### src/rtl/fbpa_pkg.sv
`default_nettype none

package fbpa_pkg;

  localparam int POOL_SLOTS      = 64;
  localparam int MAX_BLOCK_BYTES = 4096;

  // field widths
  localparam int IN_OFS_W = 21;
  localparam int OFS_W    = 18;
  localparam int CNT_W    = 7;
  localparam int BYTES_W  = 13;
  localparam int IDX_W    = $clog2(POOL_SLOTS);
  localparam int LIMIT_W  = CNT_W + BYTES_W;

  // bitmap memory: rows of ROW_W flags
  localparam int ROW_W     = 8;
  localparam int ROWS      = POOL_SLOTS / ROW_W;
  localparam int ROW_IDX_W = $clog2(ROWS);
  localparam int BIT_IDX_W = $clog2(ROW_W);

  // configuration port
  localparam int CFG_ADDR_W = 1;
  localparam int CFG_DATA_W = BYTES_W;

  localparam logic [CFG_ADDR_W-1:0] CFG_BLOCK_BYTES = 1'b0;
  localparam logic [CFG_ADDR_W-1:0] CFG_BLOCK_COUNT = 1'b1;

  localparam logic [BYTES_W-1:0] BYTES_RST = BYTES_W'(64);
  localparam logic [CNT_W-1:0]   COUNT_RST = CNT_W'(64);

  localparam logic OP_ALLOC = 1'b0;
  localparam logic OP_FREE  = 1'b1;

  typedef enum logic [1:0] {
    ST_ALLOCATED = 2'd0,
    ST_FULL      = 2'd1,
    ST_RELEASED  = 2'd2,
    ST_IGNORED   = 2'd3
  } status_t;

  typedef enum logic [2:0] {
    S_IDLE,
    S_SCAN,
    S_MUL,
    S_RANGE,
    S_DIV,
    S_FREE,
    S_DONE
  } state_t;

endpackage

`default_nettype wire

### src/rtl/fbpa_div.sv
`default_nettype none

// Restoring divider: one quotient bit per cycle, MSB first.
// The caller guarantees dividend < 2**IDX_W * divisor.
module fbpa_div (
  input  wire                             clk,
  input  wire                             rst_n,
  input  wire                             start,
  input  wire  [fbpa_pkg::OFS_W-1:0]      dividend,
  input  wire  [fbpa_pkg::BYTES_W-1:0]    divisor,
  output logic                            done,
  output logic [fbpa_pkg::IDX_W-1:0]      quotient
);
  import fbpa_pkg::*;

  localparam int STEP_W = $clog2(IDX_W);

  logic                busy_r, busy_nxt;
  logic                done_r, done_nxt;
  logic [STEP_W-1:0]   step_r, step_nxt;
  logic [OFS_W-1:0]    rem_r, rem_nxt;
  logic [IDX_W-1:0]    quo_r, quo_nxt;
  logic [OFS_W-1:0]    shifted;

  always_comb begin
    busy_nxt = busy_r;
    done_nxt = 1'b0;
    step_nxt = step_r;
    rem_nxt  = rem_r;
    quo_nxt  = quo_r;
    shifted  = OFS_W'(divisor) << step_r;
    if (start) begin
      busy_nxt = 1'b1;
      step_nxt = STEP_W'(IDX_W - 1);
      rem_nxt  = dividend;
      quo_nxt  = '0;
    end else if (busy_r) begin
      if (rem_r >= shifted) begin
        rem_nxt = rem_r - shifted;
        quo_nxt = {quo_r[IDX_W-2:0], 1'b1};
      end else begin
        quo_nxt = {quo_r[IDX_W-2:0], 1'b0};
      end
      if (step_r == '0) begin
        busy_nxt = 1'b0;
        done_nxt = 1'b1;
      end else begin
        step_nxt = step_r - 1'b1;
      end
    end
  end

  always_ff @(posedge clk) begin
    if (!rst_n) begin
      busy_r <= 1'b0;
      done_r <= 1'b0;
    end else begin
      busy_r <= busy_nxt;
      done_r <= done_nxt;
    end
    step_r <= step_nxt;
    rem_r  <= rem_nxt;
    quo_r  <= quo_nxt;
  end

  assign done     = done_r;
  assign quotient = quo_r;

  a_start_idle: assert property (@(posedge clk) disable iff (!rst_n)
    start |-> !busy_r) else $error("divider restarted while busy");
  a_done_after_busy: assert property (@(posedge clk) disable iff (!rst_n)
    done_r |-> $past(busy_r)) else $error("divider done without work");
  a_done_excl: assert property (@(posedge clk) disable iff (!rst_n)
    done_r |-> !busy_r) else $error("divider done while busy");

endmodule

`default_nettype wire

### src/rtl/fixed_block_pool_allocator.sv
// channel   direction  handshake          word
// in_       input      in_valid/in_stall  in_op, in_byte_offset
// out_      output     out_valid/out_stall out_status, out_block_offset, out_used_count
// cfg_      input      cfg_we             cfg_addr, cfg_wdata
//
// One request at a time. Allocate: time grows with the rows scanned (8 rows of
// 8 flags), set by the one-row-per-cycle bitmap memory read. Free inside the pool:
// time set by the serial divider (one quotient bit per cycle) and the read-modify-write.
// Reset clears per-row valid flags at once, so the bitmap reads as all free; no sweep.
// A finished word waits in the output register while the next request is taken.
`default_nettype none

module fixed_block_pool_allocator (
  input  wire                                 clk,
  input  wire                                 rst_n,
  input  wire                                 in_valid,
  output logic                                in_stall,
  input  wire                                 in_op,
  input  wire  signed [fbpa_pkg::IN_OFS_W-1:0] in_byte_offset,
  output logic                                out_valid,
  input  wire                                 out_stall,
  output logic [1:0]                          out_status,
  output logic [fbpa_pkg::OFS_W-1:0]          out_block_offset,
  output logic [fbpa_pkg::CNT_W-1:0]          out_used_count,
  input  wire                                 cfg_we,
  input  wire  [fbpa_pkg::CFG_ADDR_W-1:0]     cfg_addr,
  input  wire  [fbpa_pkg::CFG_DATA_W-1:0]     cfg_wdata
);
  import fbpa_pkg::*;

  state_t                 state_r, state_nxt;
  logic [BYTES_W-1:0]     block_bytes_r;
  logic [CNT_W-1:0]       block_count_r;
  logic [BYTES_W-1:0]     eff_bytes;
  logic [CNT_W-1:0]       eff_count;
  logic [CNT_W-1:0]       used_r, used_nxt;
  logic [IN_OFS_W-2:0]    ofs_r, ofs_nxt;
  logic [LIMIT_W-1:0]     limit_r, limit_nxt;
  logic [ROW_IDX_W-1:0]   row_r, row_nxt;
  logic [IDX_W-1:0]       idx_r, idx_nxt;
  status_t                res_status_r, res_status_nxt;
  logic [OFS_W-1:0]       res_offset_r, res_offset_nxt;
  logic                   out_valid_r, out_valid_nxt;
  status_t                out_status_r, out_status_nxt;
  logic [OFS_W-1:0]       out_offset_r, out_offset_nxt;
  logic [CNT_W-1:0]       out_used_r, out_used_nxt;

  // bitmap memory
  logic [ROW_W-1:0]       mem [ROWS];
  logic [ROWS-1:0]        row_vld_r;
  logic [ROW_W-1:0]       rd_data_r;
  logic                   rd_vld_r;
  logic                   rd_en, wr_en;
  logic [ROW_IDX_W-1:0]   rd_addr, wr_addr;
  logic [ROW_W-1:0]       wr_data;
  logic [ROW_W-1:0]       cur_row;

  logic                   div_start, div_done;
  logic [IDX_W-1:0]       div_quo;

  logic                   accept;
  logic [ROW_IDX_W-1:0]   last_row;
  logic                   scan_found;
  logic [BIT_IDX_W-1:0]   scan_bit;
  logic [ROW_W-1:0]       busy_bits;

  always_comb begin
    if (block_bytes_r == '0) begin
      eff_bytes = BYTES_W'(1);
    end else if (block_bytes_r > BYTES_W'(MAX_BLOCK_BYTES)) begin
      eff_bytes = BYTES_W'(MAX_BLOCK_BYTES);
    end else begin
      eff_bytes = block_bytes_r;
    end
    if (block_count_r == '0) begin
      eff_count = CNT_W'(1);
    end else if (block_count_r > CNT_W'(POOL_SLOTS)) begin
      eff_count = CNT_W'(POOL_SLOTS);
    end else begin
      eff_count = block_count_r;
    end
  end

  always_ff @(posedge clk) begin
    if (!rst_n) begin
      block_bytes_r <= BYTES_RST;
      block_count_r <= COUNT_RST;
    end else if (cfg_we) begin
      unique case (cfg_addr)
        CFG_BLOCK_BYTES: block_bytes_r <= cfg_wdata;
        CFG_BLOCK_COUNT: block_count_r <= cfg_wdata[CNT_W-1:0];
        default: ;
      endcase
    end
  end

  fbpa_div u_div (
    .clk      (clk),
    .rst_n    (rst_n),
    .start    (div_start),
    .dividend (ofs_r[OFS_W-1:0]),
    .divisor  (eff_bytes),
    .done     (div_done),
    .quotient (div_quo)
  );

  // a row never written reads as all free
  assign cur_row  = rd_vld_r ? rd_data_r : '0;
  assign last_row = ROW_IDX_W'((eff_count - 1'b1) >> BIT_IDX_W);
  assign accept   = in_valid && !in_stall;
  assign in_stall = (state_r != S_IDLE);

  // blocks at or past the effective block count count as taken
  always_comb begin
    scan_found = 1'b0;
    scan_bit   = '0;
    for (int b = 0; b < ROW_W; b++) begin
      busy_bits[b] = cur_row[b] ||
                     ({1'b0, row_r, BIT_IDX_W'(b)} >= eff_count);
    end
    for (int b = ROW_W - 1; b >= 0; b--) begin
      if (!busy_bits[b]) begin
        scan_found = 1'b1;
        scan_bit   = BIT_IDX_W'(b);
      end
    end
  end

  always_comb begin
    state_nxt      = state_r;
    used_nxt       = used_r;
    ofs_nxt        = ofs_r;
    limit_nxt      = limit_r;
    row_nxt        = row_r;
    idx_nxt        = idx_r;
    res_status_nxt = res_status_r;
    res_offset_nxt = res_offset_r;
    out_valid_nxt  = out_valid_r && out_stall;
    out_status_nxt = out_status_r;
    out_offset_nxt = out_offset_r;
    out_used_nxt   = out_used_r;
    rd_en          = 1'b0;
    rd_addr        = '0;
    wr_en          = 1'b0;
    wr_addr        = row_r;
    wr_data        = cur_row;
    div_start      = 1'b0;

    unique case (state_r)
      S_IDLE: begin
        if (accept) begin
          res_offset_nxt = '0;
          if (in_op == OP_ALLOC) begin
            if (used_r >= eff_count) begin
              res_status_nxt = ST_FULL;
              state_nxt      = S_DONE;
            end else begin
              row_nxt   = '0;
              rd_en     = 1'b1;
              rd_addr   = '0;
              state_nxt = S_SCAN;
            end
          end else if (in_byte_offset[IN_OFS_W-1]) begin
            res_status_nxt = ST_IGNORED;
            state_nxt      = S_DONE;
          end else begin
            ofs_nxt   = in_byte_offset[IN_OFS_W-2:0];
            limit_nxt = LIMIT_W'(eff_count) * LIMIT_W'(eff_bytes);
            state_nxt = S_RANGE;
          end
        end
      end
      S_SCAN: begin
        if (scan_found) begin
          wr_en     = 1'b1;
          wr_addr   = row_r;
          wr_data   = cur_row | (ROW_W'(1) << scan_bit);
          idx_nxt   = {row_r, scan_bit};
          used_nxt  = used_r + 1'b1;
          state_nxt = S_MUL;
        end else if (row_r == last_row) begin
          res_status_nxt = ST_FULL;
          state_nxt      = S_DONE;
        end else begin
          row_nxt = row_r + 1'b1;
          rd_en   = 1'b1;
          rd_addr = row_r + 1'b1;
        end
      end
      S_MUL: begin
        res_offset_nxt = OFS_W'(LIMIT_W'(idx_r) * LIMIT_W'(eff_bytes));
        res_status_nxt = ST_ALLOCATED;
        state_nxt      = S_DONE;
      end
      S_RANGE: begin
        if (LIMIT_W'(ofs_r) >= limit_r) begin
          res_status_nxt = ST_IGNORED;
          state_nxt      = S_DONE;
        end else begin
          div_start = 1'b1;
          state_nxt = S_DIV;
        end
      end
      S_DIV: begin
        if (div_done) begin
          idx_nxt   = div_quo;
          rd_en     = 1'b1;
          rd_addr   = div_quo[IDX_W-1:BIT_IDX_W];
          state_nxt = S_FREE;
        end
      end
      S_FREE: begin
        if (cur_row[idx_r[BIT_IDX_W-1:0]]) begin
          wr_en          = 1'b1;
          wr_addr        = idx_r[IDX_W-1:BIT_IDX_W];
          wr_data        = cur_row & ~(ROW_W'(1) << idx_r[BIT_IDX_W-1:0]);
          used_nxt       = (used_r != '0) ? used_r - 1'b1 : used_r;
          res_status_nxt = ST_RELEASED;
        end else begin
          res_status_nxt = ST_IGNORED;
        end
        state_nxt = S_DONE;
      end
      S_DONE: begin
        // hold until the output register is free
        if (!out_valid_r || !out_stall) begin
          out_valid_nxt  = 1'b1;
          out_status_nxt = res_status_r;
          out_offset_nxt = res_offset_r;
          out_used_nxt   = used_r;
          state_nxt      = S_IDLE;
        end
      end
      default: state_nxt = S_IDLE;
    endcase
  end

  always_ff @(posedge clk) begin
    if (!rst_n) begin
      state_r     <= S_IDLE;
      used_r      <= '0;
      out_valid_r <= 1'b0;
    end else begin
      state_r     <= state_nxt;
      used_r      <= used_nxt;
      out_valid_r <= out_valid_nxt;
    end
    ofs_r        <= ofs_nxt;
    limit_r      <= limit_nxt;
    row_r        <= row_nxt;
    idx_r        <= idx_nxt;
    res_status_r <= res_status_nxt;
    res_offset_r <= res_offset_nxt;
    out_status_r <= out_status_nxt;
    out_offset_r <= out_offset_nxt;
    out_used_r   <= out_used_nxt;
  end

  always_ff @(posedge clk) begin
    if (wr_en) begin
      mem[wr_addr] <= wr_data;
    end
    if (rd_en) begin
      rd_data_r <= mem[rd_addr];
    end
  end

  always_ff @(posedge clk) begin
    if (!rst_n) begin
      row_vld_r <= '0;
      rd_vld_r  <= 1'b0;
    end else begin
      if (wr_en) begin
        row_vld_r[wr_addr] <= 1'b1;
      end
      if (rd_en) begin
        rd_vld_r <= row_vld_r[rd_addr];
      end
    end
  end

  assign out_valid        = out_valid_r;
  assign out_status       = out_status_r;
  assign out_block_offset = out_offset_r;
  assign out_used_count   = out_used_r;

  a_used_bound: assert property (@(posedge clk) disable iff (!rst_n)
    used_r <= CNT_W'(POOL_SLOTS)) else $error("used count beyond pool");
  a_write_states: assert property (@(posedge clk) disable iff (!rst_n)
    wr_en |-> (state_r == S_SCAN || state_r == S_FREE))
    else $error("bitmap written outside scan or free");
  a_accept_leaves_idle: assert property (@(posedge clk) disable iff (!rst_n)
    accept |=> state_r != S_IDLE) else $error("request accepted but not started");
  a_alloc_counts: assert property (@(posedge clk) disable iff (!rst_n)
    (state_r == S_SCAN && scan_found) |=> used_r == $past(used_r) + 1'b1)
    else $error("allocation did not bump used count");
  a_offset_zero: assert property (@(posedge clk) disable iff (!rst_n)
    (out_valid_r && out_status_r != ST_ALLOCATED) |-> out_offset_r == '0)
    else $error("nonzero offset on non-allocation word");

endmodule

`default_nettype wire
### config.mk
export PLATFORM = sky130hd
export DESIGN_NAME = fixed_block_pool_allocator
export DESIGN_NICKNAME = d
export VERILOG_FILES = /design/src/rtl/fbpa_pkg.sv /design/src/rtl/fbpa_div.sv /design/src/rtl/fixed_block_pool_allocator.sv
export SDC_FILE = /design/constraint.sdc
export NUM_CORES = 1
export LEC_CHECK = 0
export BUFFER_PORTS_ARGS = -buffer_cell sky130_fd_sc_hd__buf_4
export CAP_MARGIN = 25
export CORE_ASPECT_RATIO = 0.8
export CORE_MARGIN = 5
export CORE_UTILIZATION = 30
export CTS_BUF_LIST = sky130_fd_sc_hd__clkbuf_16
export DETAILED_ROUTE_END_ITERATION = 10
export PLACE_DENSITY = 0.49
export SYNTH_ARGS = -nofsm -noshare
export SYNTH_HDL_FRONTEND = slang
export SYNTH_SLANG_ARGS = --single-unit
export TNS_END_PERCENT = 5
### constraint.sdc
create_clock -name clk -period 8.7 [get_ports clk]
set_clock_uncertainty 0.2 [all_clocks]
set_input_delay 2.61 -clock clk [delete_from_list [all_inputs] [get_ports clk]]
set_output_delay 2.61 -clock clk [all_outputs]
set_load 0.02 [all_outputs]
==> flow_summary.yaml, run 1 <==
timing:
  min_period_ns: 6.39
  worst_slew_pin_slew_ns: 0.966
  drv_slew: 0
  finalSetupTns_ns: 0
  max_freq_mhz: 156
  post-route-worst-setup-slack_ns: 2.31
  post-route-period-util_pct: 73.5
  hold_viol: 0
  setup_violations: 0
  rsz0062_at_grt: "no"
  max_slew_margin_pct: 35.3
setup_path:
  critPathLaunchType: "flop"
  crit_type: "flop to flop"
  cp-end-kind: "flop"
  crit_required_ns: 8.83
  cp.arrival_ns: 6.52
  ff2ff_path_depth: 20
  critPathMaxFanout: 18
die:
  die_h_um: 222
  core-area_um2: 55600
  pin_count: 70
  rows: 77
  initial_core_util_pct: 30.4
  die_w_um: 276
  die_area_um2: 61300
power:
  power_mw: 3.56
  vdd_ir_drop_max_mv: 0.133
  p_leak_nw: 8.34
  power_density_nw_per_um2: 185
cts:
  cts_max_level: 1
  path_clk_slew_ns: 0.06
  cts.repair.resized: 0
  clk_path_buf_depth: 3
  numCtsBuffers: 28
  clk_latency_ns: 0.59
  root_buffer: "clkbuf_16"
  cts_hold_buf: 0
  cts_setup_buffers: 0
  cts_sinks: 237
  cts_tree: "yes"
run_status:
  status: "finished, final reports clean"
grt:
  grt_use_total_pct: 14.2
  first_global_vias: 12157
  grt_antenna_before_repair: 0
  grt_pass1_wl_um: 69000
  grt_overflow: 0
  grt_start_max_net_pins: 47
route:
  viasPerCell: 4.83
  dr.max_layer_used: "met4"
  drcViolationCount: 0
  drtIter0Drc: 854
  first_pass_iters: 6
  route.met3.wl_um: 2970
  routed_wl_um: 44100
  met1_length_um: 21300
  vias: 12105
  routedWlPerCell_um: 17.6
  postRouteAntennaNets: 0
  wl_met2_um: 19000
logic_synthesis:
  synthFlopType: "edfxtp_1"
  ys_types: 81
  synthTopCellsByArea: "edfxtp_1 33%, fa_1 12%, ha_1 8.9%"
  ys_async_sr_fraction_pct: 0
  synthCells: 1689
  syn-num-nets: 1951
  syn-cell-area_um2: 16900
  synth_area_per_cell_um2: 10.0
  ys_seq_area_share_pct: 39.1
  synth-seq-cells: 237
  yosys.area.top_type_share_pct: 33.0
  synth_edf_count: 186
  synth_top_area_cell: "edfxtp_1"
  ys_warn_count: 0
place:
  gp_congestion: 0.885
  place_ws_ns: 2.37
  numPortBuffers: 69
  dp.final_hpwl_um: 33900
  dp.cells: 2453
finish:
  syn2layout_area_growth_pct: 13.5
  stdcell_count: 2506
  antenna_cells: 0
  finalCoreUtilization_pct: 34.6
  drive_above_1_share_pct: 10.8
  final_nets: 1998
  fillerInstances: 5630
run:
  cap_violations: 0
hold_path:
  min_path_cells: 0
  hp-class: "flop to flop"
## layout make-up
type                    count  area, µm²  share of cell area [%]
inverters                 167        627                    3.26
well taps                 750        938                    4.89
multi-input cells        1212       9400                    48.9
clock buffers              28        701                    3.65
flip-flops and latches    237       6610                    34.4
clock inverters            22        246                    1.28
repair buffers             90        694                    3.62
## cell usage in the layout, fill, tap and decap left out, types with 5 or more instances in the layout
cell,n
nand2_1,194
edfxtp_1,186
nor2_1,172
inv_1,162
ha_1,121
fa_1,100
a21oi_1,85
buf_4,85
mux2i_1,67
o21ai_0,65
dfxtp_1,51
and2_1,47
nor2b_1,31
xnor2_1,30
clkbuf_16,28
nand2b_1,25
a21o_1,25
xor2_1,24
nand3_1,23
nor3_1,23
mux2_2,15
a31oi_1,12
nand4_1,11
o21a_1,11
and3_1,11
or2_2,10
clkinv_1,9
o31ai_1,8
nor4_1,8
o21bai_1,7
a211oi_1,6
or3_1,6
o211ai_1,5
buf_6,5
## routing by layer
layer | up-vias | GRT usage [%]
met5 | - | 0
met1 | 5915 | 20.8
met4 | 0 | 2.95
li1 | 5861 | -
met2 | 285 | 21.5
met3 | 44 | 3.10
## path summary, 6_finish.rpt
| kind | startpoint | end | slack [ns] |
|---|---|---|---|
| max reg2reg | block_count_r[6] | limit_r[19] | 2.31 |
| min | res_offset_r[11] | out_block_offset[11] | 0.22 |
| max | block_count_r[6] | limit_r[19] | 2.31 |
| min reg2reg | res_offset_r[11] | out_block_offset[11] | 0.22 |
## worst max-delay path, cell delays in order, from the launching register on
cell      delay [ns]
dfxtp_1         0.77
inv_1           0.39
nand2_1         0.48
nor2_1          0.14
fa_1            0.55
inv_1           0.05
fa_1            0.48
inv_1           0.06
fa_1            0.53
inv_1           0.06
fa_1            0.52
inv_1           0.04
ha_1            0.34
o21a_1          0.18
o21ai_0         0.25
or3_1           0.17
o221a_2         0.21
a21oi_1         0.09
a211oi_1        0.34
a21oi_1         0.13
xnor2_1         0.14
## sequential cells by signal, summed over array words and instances (netlist names), 7 cells and up
| register | cells |
|---|---|
| out_block_offset | 18 |
| res_offset_r | 18 |
| rd_data_r | 8 |
| u_div.rem_r | 18 |
| row_vld_r | 8 |
| limit_r | 20 |
| out_used_count | 7 |
| used_r | 7 |
| mem | 64 |
| block_count_r | 7 |
| block_bytes_r | 13 |
| ofs_r | 20 |
## cell families after synthesis
family                   share of synthesized area, %
AND/OR/NAND/NOR                                  16.4
AO/OA/AOI/OAI                                    9.88
buffers and inverters                            5.64
flip-flops                                       39.1
adder cells (fa/ha/maj)                          20.8
multiplexers                                     5.43
XOR/XNOR                                         2.80
## synthesized netlist by cell type (47+ instances only)
cell,count
a21oi_1,85
mux2i_1,67
nor2_1,173
nand2_1,194
dfxtp_1,51
ha_1,121
o21ai_0,66
inv_1,161
edfxtp_1,186
fa_1,100
clkbuf_1,59
and2_1,47
## per-stage QoR
step,area (µm²),hold slack [ns]
floorplan,16900,0.200
global placement,18200,0.209
detailed placement,18200,0.205
CTS,19200,0.219
global route,19200,0.227
finish,19200,0.217
## where the power goes
part           internal (mW)  switching (mW)  total, mW
combinational          0.352           0.543      0.896
clock                  0.709           0.496       1.21
sequential              1.35           0.101       1.45
total                   2.42            1.14       3.56
Note: power is estimated with default switching activity, not from simulation.
==> run 2: changes to the inputs <==
==> constraint.sdc (replaced) <==
create_clock -name clk -period 6.45 [get_ports clk]
set_clock_uncertainty 0.2 [all_clocks]
set_input_delay 1.935 -clock clk [delete_from_list [all_inputs] [get_ports clk]]
set_output_delay 1.935 -clock clk [all_outputs]
set_load 0.02 [all_outputs]
==> flow_summary.yaml, run 2 (synthesized netlist as in run 1, its figures left out) <==
timing:
  drv_slew: 0
  setup_violations: 0
  max_freq_mhz: 172
  min_period_ns: 5.81
  post-route-period-util_pct: 90.1
  hold_viol: 0
  finalSetupTns_ns: 0
  max_slew_margin_pct: 34.3
  rsz0062_at_grt: "no"
  worst_slew_pin_slew_ns: 0.981
place:
  dp.final_hpwl_um: 35200
  placed_cell_area_um2: 18400
  numPortBuffers: 69
  gp_congestion: 0.911
cts:
  cts_setup_buffers: 0
  cts_hold_buf: 0
  clk_latency_ns: 0.58
  cts.repair.resized: 0
  numCtsBuffers: 29
  cts_tree: "yes"
  path_clk_slew_ns: 0.06
  cts_max_level: 1
  root_buffer: "clkbuf_16"
  cts_sinks: 237
  clk_path_buf_depth: 3
grt:
  grt_pass1_wl_um: 71000
  grt_antenna_before_repair: 0
  grt_overflow: 0
  grt_use_total_pct: 14.7
  grt_start_max_net_pins: 41
  first_global_vias: 12221
hold_path:
  hp-class: "flop to flop"
  hold_end: "out_block_offset[9]"
  worstHoldStart: "res_offset_r[9]"
  min_path_cells: 0
finish:
  final_nets: 2017
  regMostFlops: "mem"
  final_common_cell: "nand2_1"
  postLayoutCellArea_um2: 19400
  antenna_cells: 0
  top_regs: "mem: 64 flops, limit_r: 20 flops, ofs_r: 20 flops"
  syn2layout_area_growth_pct: 14.6
  drive_above_1_share_pct: 12.1
  largest_reg_flops: 64
  layout_common_cells: "194 x nand2_1, 186 x edfxtp_1, 172 x nor2_1, 162 x inv_1, 121 x ha_1"
die:
  initial_core_util_pct: 30.4
  die_h_um: 222
  core-area_um2: 55600
  die_area_um2: 61300
  rows: 77
  pin_count: 70
  die_w_um: 276
setup_path:
  crit_required_ns: 6.57
  critPathLaunchType: "flop"
  regToRegSetupSlack_ns: 0.64
  cp.arrival_ns: 5.93
  critPathMaxFanout: 10
  regToRegEndpoint: "limit_r[19]"
  cp-end-kind: "flop"
  crit_start: "block_count_r[2]"
  r2r_start: "block_count_r[2]"
  ff2ff_path_depth: 18
  crit_type: "flop to flop"
power:
  p_leak_nw: 8.46
  power_density_nw_per_um2: 252
  intPower_mw: 3.30
  pwr-share-seq_pct: 40.3
  pwr-share-clk_pct: 34.6
  switching_share_pct: 32.4
  p_switching_mw: 1.59
  vdd_ir_drop_max_mv: 0.179
  p_comb_share_pct: 25.1
route:
  drtIter0Drc: 939
  viasPerCell: 4.85
  routedWlPerCell_um: 18.0
  drcViolationCount: 0
  vias: 12256
  first_pass_iters: 7
  routed_wl_um: 45500
  postRouteAntennaNets: 0
run:
  cap_violations: 0
run_status:
  status: "finished, final reports clean"
## run 2: final cells by class
class                           instances  area (µm²)
Timing Repair Buffer                  108         826
Tap cell                              750         938
Multi-Input combinational cell       1212        9400
Clock inverter                         25         269
Sequential cell                       237        6610
Clock buffer                           29         726
Inverter                              167         627
Fill cell                            5607       36200
## run 2: critical path, stage by stage, from the launching register on
cell,delay [ns]
dfxtp_1,0.58
nor2b_1,0.48
inv_2,0.24
nor2_1,0.21
fa_1,0.45
fa_1,0.47
fa_1,0.54
inv_1,0.05
fa_1,0.52
inv_1,0.04
ha_1,0.32
o21a_1,0.11
o21ai_0,0.24
or3_1,0.16
o221a_2,0.21
a21oi_1,0.09
a211oi_1,0.36
a21oi_1,0.14
xnor2_1,0.14
## run 2: worst max-delay path by stage
stage / endpoint / slack (ns) / depth (start not counted)
final: limit_r[19] / 0.64 / 18
after global routing: limit_r[19] / 0.26 / 18
after CTS: limit_r[19] / 0.61 / 18
after detailed placement: limit_r[19] / 0.64 / 18
after global placement: limit_r[19] / 0.75 / 18
after floorplan: limit_r[19] / 0.65 / 23
## run 2: power by group through the flow
stage               registers [mW]  clock network (mW)  logic (mW)
finish                        1.97                1.69        1.23
floorplan                     1.91                   0       0.936
detailed placement            2.00                   0        1.22
global route                  1.99                1.81        1.38
global placement              2.00                   0        1.21
CTS                           1.97                1.75        1.23
## run 2: stage by stage
step | cells | hold slack, ns | worst slack [ns] | utilization [%] | total power, mW
finish | 2528 | 0.223 | 0.640 | 34.9 | 4.89
global route | 2528 | 0.234 | 0.258 | 34.9 | 5.18
CTS | 2523 | 0.223 | 0.613 | 34.8 | 4.95
detailed placement | 2469 | 0.208 | 0.642 | 33.0 | 3.22
global placement | 2465 | 0.205 | 0.755 | 32.9 | 3.21
floorplan | 1689 | 0.200 | 0.646 | - | 2.85
## run 2: metal layers
| metal | global-route usage [%] | vias to the layer above | share of wire (%) |
|---|---|---|---|
| li1 | - | 5921 | - |
| met1 | 21.9 | 5958 | 48 |
| met2 | 21.9 | 320 | 43 |
| met3 | 3.25 | 57 | 6.7 |
| met4 | 3.03 | 0 | 2.1 |
| met5 | 0 | - | 0 |
==> run 3: changes to the inputs <==
--- a/config.mk
+++ b/config.mk
@@ -12,7 +12,7 @@
 export CORE_UTILIZATION = 30
 export CTS_BUF_LIST = sky130_fd_sc_hd__clkbuf_16
 export DETAILED_ROUTE_END_ITERATION = 10
-export PLACE_DENSITY = 0.49
+export PLACE_DENSITY = 0.5
 export SYNTH_ARGS = -nofsm -noshare
 export SYNTH_HDL_FRONTEND = slang
 export SYNTH_SLANG_ARGS = --single-unit
==> constraint.sdc (replaced) <==
create_clock -name clk -period 5.15 [get_ports clk]
set_clock_uncertainty 0.2 [all_clocks]
set_input_delay 1.545 -clock clk [delete_from_list [all_inputs] [get_ports clk]]
set_output_delay 1.545 -clock clk [all_outputs]
set_load 0.02 [all_outputs]
==> flow_summary.yaml, run 3 (synthesized netlist as in run 1, its figures left out) <==
route:
  first_pass_iters: 5
  viasPerCell: 4.82
  vias: 12534
  drcViolationCount: 0
  postRouteAntennaNets: 0
  routedWlPerCell_um: 17.6
  drtIter0Drc: 928
  routed_wl_um: 45800
die:
  core-area_um2: 55600
  die_h_um: 222
  pin_count: 70
  rows: 77
  initial_core_util_pct: 30.4
  die_w_um: 276
  die_area_um2: 61300
finish:
  multi_input_area_um2: 9640
  drive_above_1_share_pct: 18.0
  seq_area_um2: 6610
  final_common_cell: "nand2_1"
  finalCoreUtilization_pct: 36.3
  stdcell_count: 2602
  top_regs: "mem: 64 flops, limit_r: 20 flops, ofs_r: 20 flops"
  largest_reg_flops: 64
  final_nets: 2090
  regMostFlops: "mem"
  syn2layout_area_growth_pct: 19.2
  fillerInstances: 5568
  layout_common_cells: "193 x nand2_1, 186 x edfxtp_1, 176 x buf_4, 161 x nor2_1, 161 x inv_1"
timing:
  hold_viol: 0
  finalSetupTns_ns: 0
  min_period_ns: 5.08
  post-route-period-util_pct: 98.7
  setup_violations: 0
  max_slew_margin_pct: 27.3
  max_freq_mhz: 197
  drv_slew: 0
  rsz0062_at_grt: "yes"
  worst_slew_pin_slew_ns: 1.08
cts:
  cts_max_level: 1
  cts_sinks: 237
  clk_path_buf_depth: 3
  cts_hold_buf: 0
  cts_tree: "yes"
  clk_latency_ns: 0.58
  path_clk_slew_ns: 0.06
  root_buffer: "clkbuf_16"
  numCtsBuffers: 29
grt:
  grt_start_max_net_pins: 36
  grt_use_total_pct: 14.8
  first_global_vias: 12582
  grt_overflow: 0
  grt_pass1_wl_um: 71900
  grt_antenna_before_repair: 1
place:
  dp.cells: 2545
  dp.final_hpwl_um: 35900
  gp_congestion: 0.899
  numPortBuffers: 69
run:
  cap_violations: 0
power:
  p_leak_nw: 8.82
  power_density_nw_per_um2: 303
  power_mw: 6.11
  vdd_ir_drop_max_mv: 0.191
setup_path:
  crit_family: "adder cells"
  cp-end-kind: "flop"
  crit_type: "flop to flop"
  crit_path_top_delay_cell: "fa_1"
  critPathLaunchType: "flop"
  cp.depth: 18
  crit_required_ns: 5.27
  critPathMaxStageDelay_ns: 0.53
  ff2ff_path_depth: 18
  path_buf_inv: 3
  worstPathCellList: "and2b_2 > clkinvlp_4 > nor2_1 > fa_1 > fa_1 > fa_1 > inv_1 > fa_1 > inv_1 > ha_4 > o21a_1 > o21ai_2 > or3_1 > o221a_4 > a21oi_4 > a211oi_2 > a21oi_1 > xnor2_1"
  critical_path.endpoint: "limit_r[19]"
  regToRegEndpoint: "limit_r[19]"
  cp.arrival_ns: 5.20
  critPathMaxFanout: 10
  crit_top_cell: "fa_1"
  r2r_start: "block_count_r[6]"
  crit_start: "block_count_r[6]"
  regToRegSetupSlack_ns: 0.07
hold_path:
  worstHoldStart: "res_offset_r[12]"
  hp-class: "flop to flop"
run_status:
  status: "finished, final reports clean"
run 3: metrics by stage:
stage	cell area [µm²]	hold WS, ns	setup slack (ns)
floorplan	17100	0.200	0.00647
global placement	19000	0.209	-0.140
detailed placement	19000	0.205	-0.0996
CTS	20100	0.218	-0.00626
global route	20200	0.222	-0.127
finish	20200	0.215	0.0677
run 3: worst register-to-register path: stages, from the launching register on:
cell and delay, ns:
dfxtp_1 0.33, and2b_2 0.25, clkinvlp_4 0.21, nor2_1 0.19, fa_1 0.46, fa_1 0.51, fa_1 0.52, inv_1 0.05
fa_1 0.53, inv_1 0.06, ha_4 0.26, o21a_1 0.12, o21ai_2 0.06, or3_1 0.32, o221a_4 0.25, a21oi_4 0.14
a211oi_2 0.09, a21oi_1 0.17, xnor2_1 0.08
run 3: timing repair:
action                                  CTS  global route
gates resized for setup                  15            24
endpoints found under the setup margin    3            11
pin swaps                                12            12
setup buffers                             1             0
run 3: how the worst min path moves through the flow:
| stage | endpoint | slack (ns) | cells after the start |
|---|---|---|---|
| 2_1_floorplan | out_block_offset[0] | 0.20 | 0 |
| 3_3_place_gp | out_block_offset[15] | 0.21 | 0 |
| 3_5_place_dp | out_block_offset[7] | 0.20 | 0 |
| 4_1_cts | out_block_offset[7] | 0.22 | 0 |
| 5_1_grt | out_block_offset[7] | 0.22 | 0 |
| 6_report | out_block_offset[12] | 0.22 | 0 |
run 3: per-layer routing:
metal  vias to the layer above  track usage, %  share of wire (%)  wire length (µm)
met5                         -               0                  0                 0
met4                         0            3.84                2.7              1230
met3                        64            2.69                6.4              2940
met2                       284            21.5                 42             19200
met1                      6119            22.7                 49             22500
li1                       6067               -                  -                 -
run 3: final cells by class:
type | count | area share (%)
clock buffers | 29 | 3.60
well taps | 750 | 4.65
clock inverters | 24 | 1.12
flip-flops and latches | 237 | 32.8
inverters | 167 | 3.14
diodes | 2 | 0.0248
multi-input cells | 1212 | 47.8
repair buffers | 181 | 6.92
run 3: power by group:
| part | total [mW] | internal, mW | switching [mW] | leakage [nW] |
|---|---|---|---|---|
| logic | 1.64 | 0.659 | 0.980 | 6.25 |
| registers | 2.42 | 2.29 | 0.131 | 2.09 |
| clock network | 2.05 | 1.19 | 0.862 | 0.481 |
